**src/lkvc_pkg.sv**
```systemverilog
package lkvc_pkg;

  localparam int DEF_ENTRIES    = 16;
  localparam int DEF_KEY_BITS   = 64;
  localparam int DEF_VALUE_BITS = 64;
  localparam int DEF_COUNT_BITS = 16;

  localparam int FIELD_W    = 64;
  localparam int CMD_W      = 2;
  localparam int CAP_W      = 5;
  localparam int APB_DATA_W = 32;
  localparam int APB_ADDR_W = 3;

  localparam logic [CAP_W-1:0] CAP_RESET = 5'd16;

  typedef enum logic [CMD_W-1:0] {
    CMD_GET    = 2'd0,
    CMD_PUT    = 2'd1,
    CMD_DELETE = 2'd2
  } cmd_t;

  typedef enum logic {
    REG_POLICY   = 1'b0,
    REG_CAPACITY = 1'b1
  } reg_idx_t;

  typedef struct packed {
    logic             policy;
    logic [CAP_W-1:0] capacity;
  } cfg_t;

  typedef struct packed {
    logic               found;
    logic [FIELD_W-1:0] read_value;
    logic               evicted;
    logic [FIELD_W-1:0] evicted_key;
  } rsp_t;

endpackage

```
**src/lkvc_cfg.sv**
```systemverilog
module lkvc_cfg (
  input  logic                              clk,
  input  logic                              rst_n,
  input  logic                              cfg_psel,
  input  logic                              cfg_penable,
  input  logic                              cfg_pwrite,
  input  logic [lkvc_pkg::APB_ADDR_W-1:0]   cfg_paddr,
  input  logic [lkvc_pkg::APB_DATA_W-1:0]   cfg_pwdata,
  output logic [lkvc_pkg::APB_DATA_W-1:0]   cfg_prdata,
  output logic                              cfg_pready,
  output lkvc_pkg::cfg_t                    cfg
);
  import lkvc_pkg::*;

  logic             policy_r, policy_nxt;
  logic [CAP_W-1:0] capacity_r, capacity_nxt;
  logic             wr_en;
  reg_idx_t         reg_idx;

  assign cfg_pready = 1'b1;
  assign wr_en      = cfg_psel && cfg_penable && cfg_pwrite && cfg_pready;
  assign reg_idx    = reg_idx_t'(cfg_paddr[2]);

  always_comb begin
    policy_nxt   = policy_r;
    capacity_nxt = capacity_r;
    cfg_prdata   = '0;
    unique case (reg_idx)
      REG_POLICY: begin
        cfg_prdata = APB_DATA_W'(policy_r);
        if (wr_en) policy_nxt = cfg_pwdata[0];
      end
      REG_CAPACITY: begin
        cfg_prdata = APB_DATA_W'(capacity_r);
        if (wr_en) capacity_nxt = cfg_pwdata[CAP_W-1:0];
      end
      default: ;
    endcase
  end

  always_ff @(posedge clk) begin
    if (!rst_n) begin
      policy_r   <= 1'b0;
      capacity_r <= CAP_RESET;
    end else begin
      policy_r   <= policy_nxt;
      capacity_r <= capacity_nxt;
    end
  end

  assign cfg.policy   = policy_r;
  assign cfg.capacity = capacity_r;

endmodule

```
**config.mk**
```make
export PLATFORM = sky130hd
export DESIGN_NAME = lkvc_cfg
export DESIGN_NICKNAME = d
export VERILOG_FILES = /design/src/lkvc_pkg.sv /design/src/lkvc_cfg.sv
export SDC_FILE = /design/constraint.sdc
export NUM_CORES = 1
export LEC_CHECK = 0
export BUFFER_PORTS_ARGS = -buffer_cell sky130_fd_sc_hd__buf_2
export CORE_UTILIZATION = 28
export DETAILED_ROUTE_END_ITERATION = 10
export PLACE_DENSITY = 0.78
export SKIP_CTS_REPAIR_TIMING = 1
export SYNTH_ARGS = -nofsm -noshare
export SYNTH_HDL_FRONTEND = slang
export SYNTH_SLANG_ARGS = --single-unit
```
**constraint.sdc**
```tcl
create_clock -name clk -period 0.8 [get_ports clk]
set_input_delay 0.04 -clock clk [delete_from_list [all_inputs] [get_ports clk]]
set_output_delay 0.04 -clock clk [all_outputs]
set_load 0.1 [all_outputs]
```
# Word level (Yosys, flattened, before mapping)

Index checks and enable logic that the tools add are counted.

Div/mod/pow operators: 0
Equality and inequality tests: 0
Bitwise gates (word level): 1
Muxes and demuxes: 1
Magnitude comparators: 0
Multiply operators: 0
Add/subtract/negate cells: 0
Reduce and logical (&&, ||, !) cells: 4
Shift operators: 0

Operators with widths:

| cell                                   | number |
|---|---|
| 32-bit one-hot mux with 2 select lines | 1 |
| 2-bit AND reduction                    | 2 |
| 1-bit logical AND                      | 2 |
| 1-bit inverter                         | 1 |

Bits in latches: 0
Bits in registers: 6
Logic and storage cells: 8
Memories kept: 0
Output and inout port bits: 39
ROM bits: 0
RAM bits: 0
Input port bits: 40

# Depth between registers and ports, before layout

Depth after elaboration: 3
Mapped depth: 3
Mapped depth without buffers: 2

# Least setup slack after synthesis

OpenSTA, ideal clock, no wires.

Path kind: register to output
Start: register capacity_r[0]
End: output port cfg_prdata[0] (netlist name)
Slack: -844 ps
Cell stages (with the launch flop): 2
Arrival time: 1604 ps
Data required time: 760 ps
Path through: dfxtp_1 > mux2_2

Word-level cells in the longest chain between the ends: 1

Ends and longest elaborated chain:

| element                                | RTL line       | RTL |
|---|---|---|
| start, declared                        | lkvc_cfg.sv:16 | `logic [CAP_W-1:0] capacity_r, capacity_nxt;` |
| start signal, assigned                 | lkvc_cfg.sv:47 | `capacity_r <= capacity_nxt;` |
| 32-bit one-hot mux with 2 select lines | lkvc_cfg.sv:28 | `unique case (reg_idx)` |
| end, declared                          | lkvc_cfg.sv:9  | `output logic [lkvc_pkg::APB_DATA_W-1:0] cfg_prdata,` |

Every way passes these cells. The select of a mux whose other input is x is not followed.

# Final worst setup path

Ends and elaborated chain as after synthesis.

==> impl_results.html <==
<table>
<tr><th>Metric</th><th>Value</th></tr>
<tr><th colspan="2">Clock tree</th></tr>
<tr><td>Clk pin slew, worst setup/hold paths</td><td>about 0.050 ns</td></tr>
<tr><td>TritonCTS clock tree</td><td>yes</td></tr>
<tr><td>Latest clock arrival within the worst-skew pair</td><td>around 0.25 ns</td></tr>
<tr><td>Root cell of the clock tree</td><td>sky130_fd_sc_hd__clkbuf_4</td></tr>
<tr><td>Max Buffers Root-to-Sink</td><td>2</td></tr>
<tr><td># H-tree levels</td><td>1</td></tr>
<tr><td>Number of sinks on the clock net</td><td>6</td></tr>
<tr><td>CTS Buf Count</td><td>3</td></tr>
<tr><th colspan="2">Power</th></tr>
<tr><td>Largest vdd supply drop</td><td>0.00108 V</td></tr>
<tr><td>Logic gate share of total power</td><td>0.571</td></tr>
<tr><td>Reg power frac</td><td>0.209</td></tr>
<tr><td>Clock network fraction of total power</td><td>0.220</td></tr>
<tr><td>Leakage</td><td>just over 0.4 nW</td></tr>
<tr><td>Power Dens Cells</td><td>1700 nW/µm²</td></tr>
<tr><td>Cell internal pwr</td><td>approximately 0.0006 W</td></tr>
<tr><td>Switching Power</td><td>between 0.0008 and 0.0009 W</td></tr>
<tr><td>Switching power share of the total</td><td>0.588</td></tr>
<tr><th colspan="2">Worst setup path</th></tr>
<tr><td>Critical Path Sink Type</td><td>primary output</td></tr>
<tr><td>Critical path start-end classification</td><td>flip-flop to primary output</td></tr>
<tr><td>CP max FO</td><td>2</td></tr>
<tr><td>WP data arrival</td><td>between 1 and 1.5 ns</td></tr>
<tr><td>Max stage delay cell, worst path</td><td>sky130_fd_sc_hd__dfxtp_4</td></tr>
<tr><td>Depth of the worst register-to-register path</td><td>5</td></tr>
<tr><td>Required time of the worst setup path</td><td>0.76 ns</td></tr>
<tr><td>CP startpoint kind</td><td>flip-flop</td></tr>
<tr><td>Cell-by-cell trace of the critical path</td><td>mux2_4 -&gt; buf_12</td></tr>
<tr><td>Peak per-stage delay on the critical path</td><td>between 0.3 and 0.4 ns</td></tr>
<tr><th colspan="2">Route</th></tr>
<tr><td>Iter 0 DRT Violations</td><td>1</td></tr>
<tr><td>Total wire length after detailed routing</td><td>approximately 940 µm</td></tr>
<tr><td>Count of TritonRoute iterations in the first routing pass</td><td>3</td></tr>
<tr><td>Final ANT Viol Nets</td><td>0</td></tr>
<tr><td>Routed vias/inst</td><td>3.49</td></tr>
<tr><td>DR DRC count</td><td>0</td></tr>
<tr><td>Via total after detailed routing</td><td>slightly above 400</td></tr>
<tr><td>Post-detailed-route wirelength per cell</td><td>7.93 µm</td></tr>
<tr><th colspan="2">Timing</th></tr>
<tr><td>Final cycle utilization of the critical path</td><td>1.33</td></tr>
<tr><td>Worst clock skew</td><td>0 ns</td></tr>
<tr><td>Final Hold Vio Count</td><td>0</td></tr>
<tr><td>Unrepaired setup endpoints after global routing</td><td>true</td></tr>
<tr><td>Final setup violation count</td><td>12</td></tr>
<tr><td>Fin worst setup slack</td><td>-0.267 ns</td></tr>
<tr><td>Final critical path time including I/O delays and setup</td><td>around 1.1 ns</td></tr>
<tr><td>Fmax achieved</td><td>about 940 MHz</td></tr>
<tr><td>Pins Over Slew Limit</td><td>0</td></tr>
<tr><th colspan="2">Placed design</th></tr>
<tr><td>Placed instance area</td><td>between 700 and 800 µm²</td></tr>
<tr><td>Final estimated routing congestion in global placement</td><td>0.666</td></tr>
<tr><td>Quantity of I/O buffers inserted on ports</td><td>21</td></tr>
<tr><td>Dpl hpwl</td><td>approximately 770 µm</td></tr>
<tr><td>Cell Count Post-Placement</td><td>roughly 110</td></tr>
<tr><th colspan="2">Finish</th></tr>
<tr><td>Commonest non-fill, non-tap cell in the layout</td><td>sky130_fd_sc_hd__conb_1</td></tr>
<tr><td>Final Net Count</td><td>134</td></tr>
<tr><td>Relative area change from synthesis to final layout</td><td>60.1%</td></tr>
<tr><td>Most frequent cells in the layout</td><td>sky130_fd_sc_hd__conb_1, sky130_fd_sc_hd__buf_12, sky130_fd_sc_hd__buf_2</td></tr>
<tr><td>Antenna diodes</td><td>0</td></tr>
<tr><td>Share of layout cells above drive strength 1</td><td>0.495</td></tr>
<tr><td>Summed area of non-filler cells in the final layout</td><td>around 840 µm²</td></tr>
<tr><td>Post-Layout Cell Count</td><td>between 100 and 150</td></tr>
<tr><th colspan="2">Min path</th></tr>
<tr><td>Classification of the worst-slack hold path</td><td>input port to flip-flop</td></tr>
<tr><td>Worst Hold Depth</td><td>3</td></tr>
<tr><th colspan="2">Logic synthesis</th></tr>
<tr><td>Number of distinct standard cells referenced by the synthesized netlist</td><td>12</td></tr>
<tr><td>Avg Synthesized Cell Area</td><td>roughly 8.4 µm²</td></tr>
<tr><td>Number of storage elements in the synthesis netlist</td><td>6</td></tr>
<tr><td>Number of standard cells after synthesis</td><td>between 60 and 70</td></tr>
<tr><td>Synthesis Warnings</td><td>0</td></tr>
<tr><td>Portion of the post-synthesis area used by sequential elements</td><td>0.228</td></tr>
<tr><td>Post-synth design cell area</td><td>527 µm²</td></tr>
<tr><th colspan="2">Global routing</th></tr>
<tr><td>Aggregate global routing overflow</td><td>0</td></tr>
<tr><td>Antenna violations before repair</td><td>0</td></tr>
<tr><td>Largest net degree at the start of global routing</td><td>12</td></tr>
<tr><td>Overall fraction of global-route tracks in use</td><td>0.101</td></tr>
<tr><td>Wire length of the first global-routing pass</td><td>1430 µm</td></tr>
<tr><td>Via count of the first global-routing pass</td><td>around 330</td></tr>
<tr><th colspan="2">Outcome</th></tr>
<tr><td>Violations in the final reports</td><td>negative setup slack</td></tr>
<tr><td>Result of the run</td><td>finished with violations</td></tr>
<tr><th colspan="2">Die</th></tr>
<tr><td>Rows</td><td>15</td></tr>
<tr><td>Die extent in y</td><td>around 45 µm</td></tr>
<tr><td>I/O Pins</td><td>between 70 and 80</td></tr>
<tr><td>DIE WIDTH</td><td>roughly 45 µm</td></tr>
<tr><td>Placeable core region</td><td>1750 µm²</td></tr>
<tr><td>Starting density of the core</td><td>0.302</td></tr>
<tr><td>Total Die Area</td><td>~2000 µm²</td></tr>
<tr><th colspan="2">Flow run</th></tr>
<tr><td>Number of max-capacitance violations reported</td><td>0</td></tr>
</table>
## registers in the layout, indices dropped and copies added, names as in the netlist
| name | cells |
|---|---|
| capacity_r | 5 |
| policy_r | 1 |
## cell usage after synthesis
cell type                  count  area, µm²
sky130_fd_sc_hd__and4_1        1       8.76
sky130_fd_sc_hd__dfxtp_1       6        120
sky130_fd_sc_hd__nand4b_1      1       8.76
sky130_fd_sc_hd__mux2_2        1       11.3
sky130_fd_sc_hd__and2_2        4       30.0
sky130_fd_sc_hd__nand2_1       9       33.8
sky130_fd_sc_hd__conb_1        2       7.51
sky130_fd_sc_hd__nor2b_1       2       12.5
sky130_fd_sc_hd__buf_2         1       5.00
sky130_fd_sc_hd__buf_4        29        218
sky130_fd_sc_hd__mux2i_1       6       60.1
sky130_fd_sc_hd__buf_6         1       11.3
## layer usage
metal	routed length (µm)	vias up	global-route usage
li1	-	202	-
met5	0	-	0
met1	339	176	0.111
met2	484	31	0.162
met3	104	3	0.0595
met4	8	0	0.0364
## final cells by class
class | instances | area (µm²)
multi-input cells | 52 | 282
fillers | 170 | 902
clock buffers | 4 | 26.3
repair buffers | 31 | 364
flip-flops and latches | 6 | 140
well taps | 25 | 31.3
## metrics by stage
stage               setup WS, ns   TNS, ns  hold slack (ns)  utilization  total power (W)
floorplan                 -0.165    -0.746            0.172            -          0.00111
global placement          0.0112         0            0.281        0.434          0.00110
detailed placement      -0.00135  -0.00135            0.289        0.434          0.00111
CTS                       -0.268     -1.30           0.0226        0.449          0.00143
global route              -0.297     -2.00           0.0140        0.483          0.00150
finish                    -0.267     -1.56           0.0262        0.483          0.00143
## power groups by stage
| stage | registers (W) | clock network, W | logic, W |
|---|---|---|---|
| 2_1_floorplan | 0.000344 | 0 | 0.000770 |
| 3_3_place_gp | 0.000306 | 0 | 0.000799 |
| 3_5_place_dp | 0.000306 | 0 | 0.000802 |
| 4_1_cts | 0.000300 | 0.000323 | 0.000802 |
| 5_1_grt | 0.000299 | 0.000368 | 0.000837 |
| 6_report | 0.000299 | 0.000315 | 0.000817 |
## critical path: cells and delay by family (launching register included)
| family | cells | cell delay, ns |
|---|---|---|
| buffers and inverters | 1 | 0.17 |
| flip-flops | 1 | 0.34 |
| multiplexers | 1 | 0.27 |
## logic make-up after synthesis
group | share of synthesized area
and+or+nand+nor | 0.178
muxes | 0.135
other | 0.0143
DFF | 0.228
buffers and inverters | 0.444
## final timing paths
kind	from	slack, ns	to
worst max register to register	capacity_r[0]$_SDFFE_PN0P_	-0.10	capacity_r[0]$_SDFFE_PN0P_
worst max-delay path	capacity_r[0]$_SDFFE_PN0P_	-0.27	cfg_prdata[0]
worst min-delay path	cfg_pwdata[2]	0.03	capacity_r[2]$_SDFFE_PN0P_
worst min register to register	capacity_r[1]$_SDFFE_PN0P_	0.49	capacity_r[1]$_SDFFE_PN0P_
(Power assumes the default switching activity.)
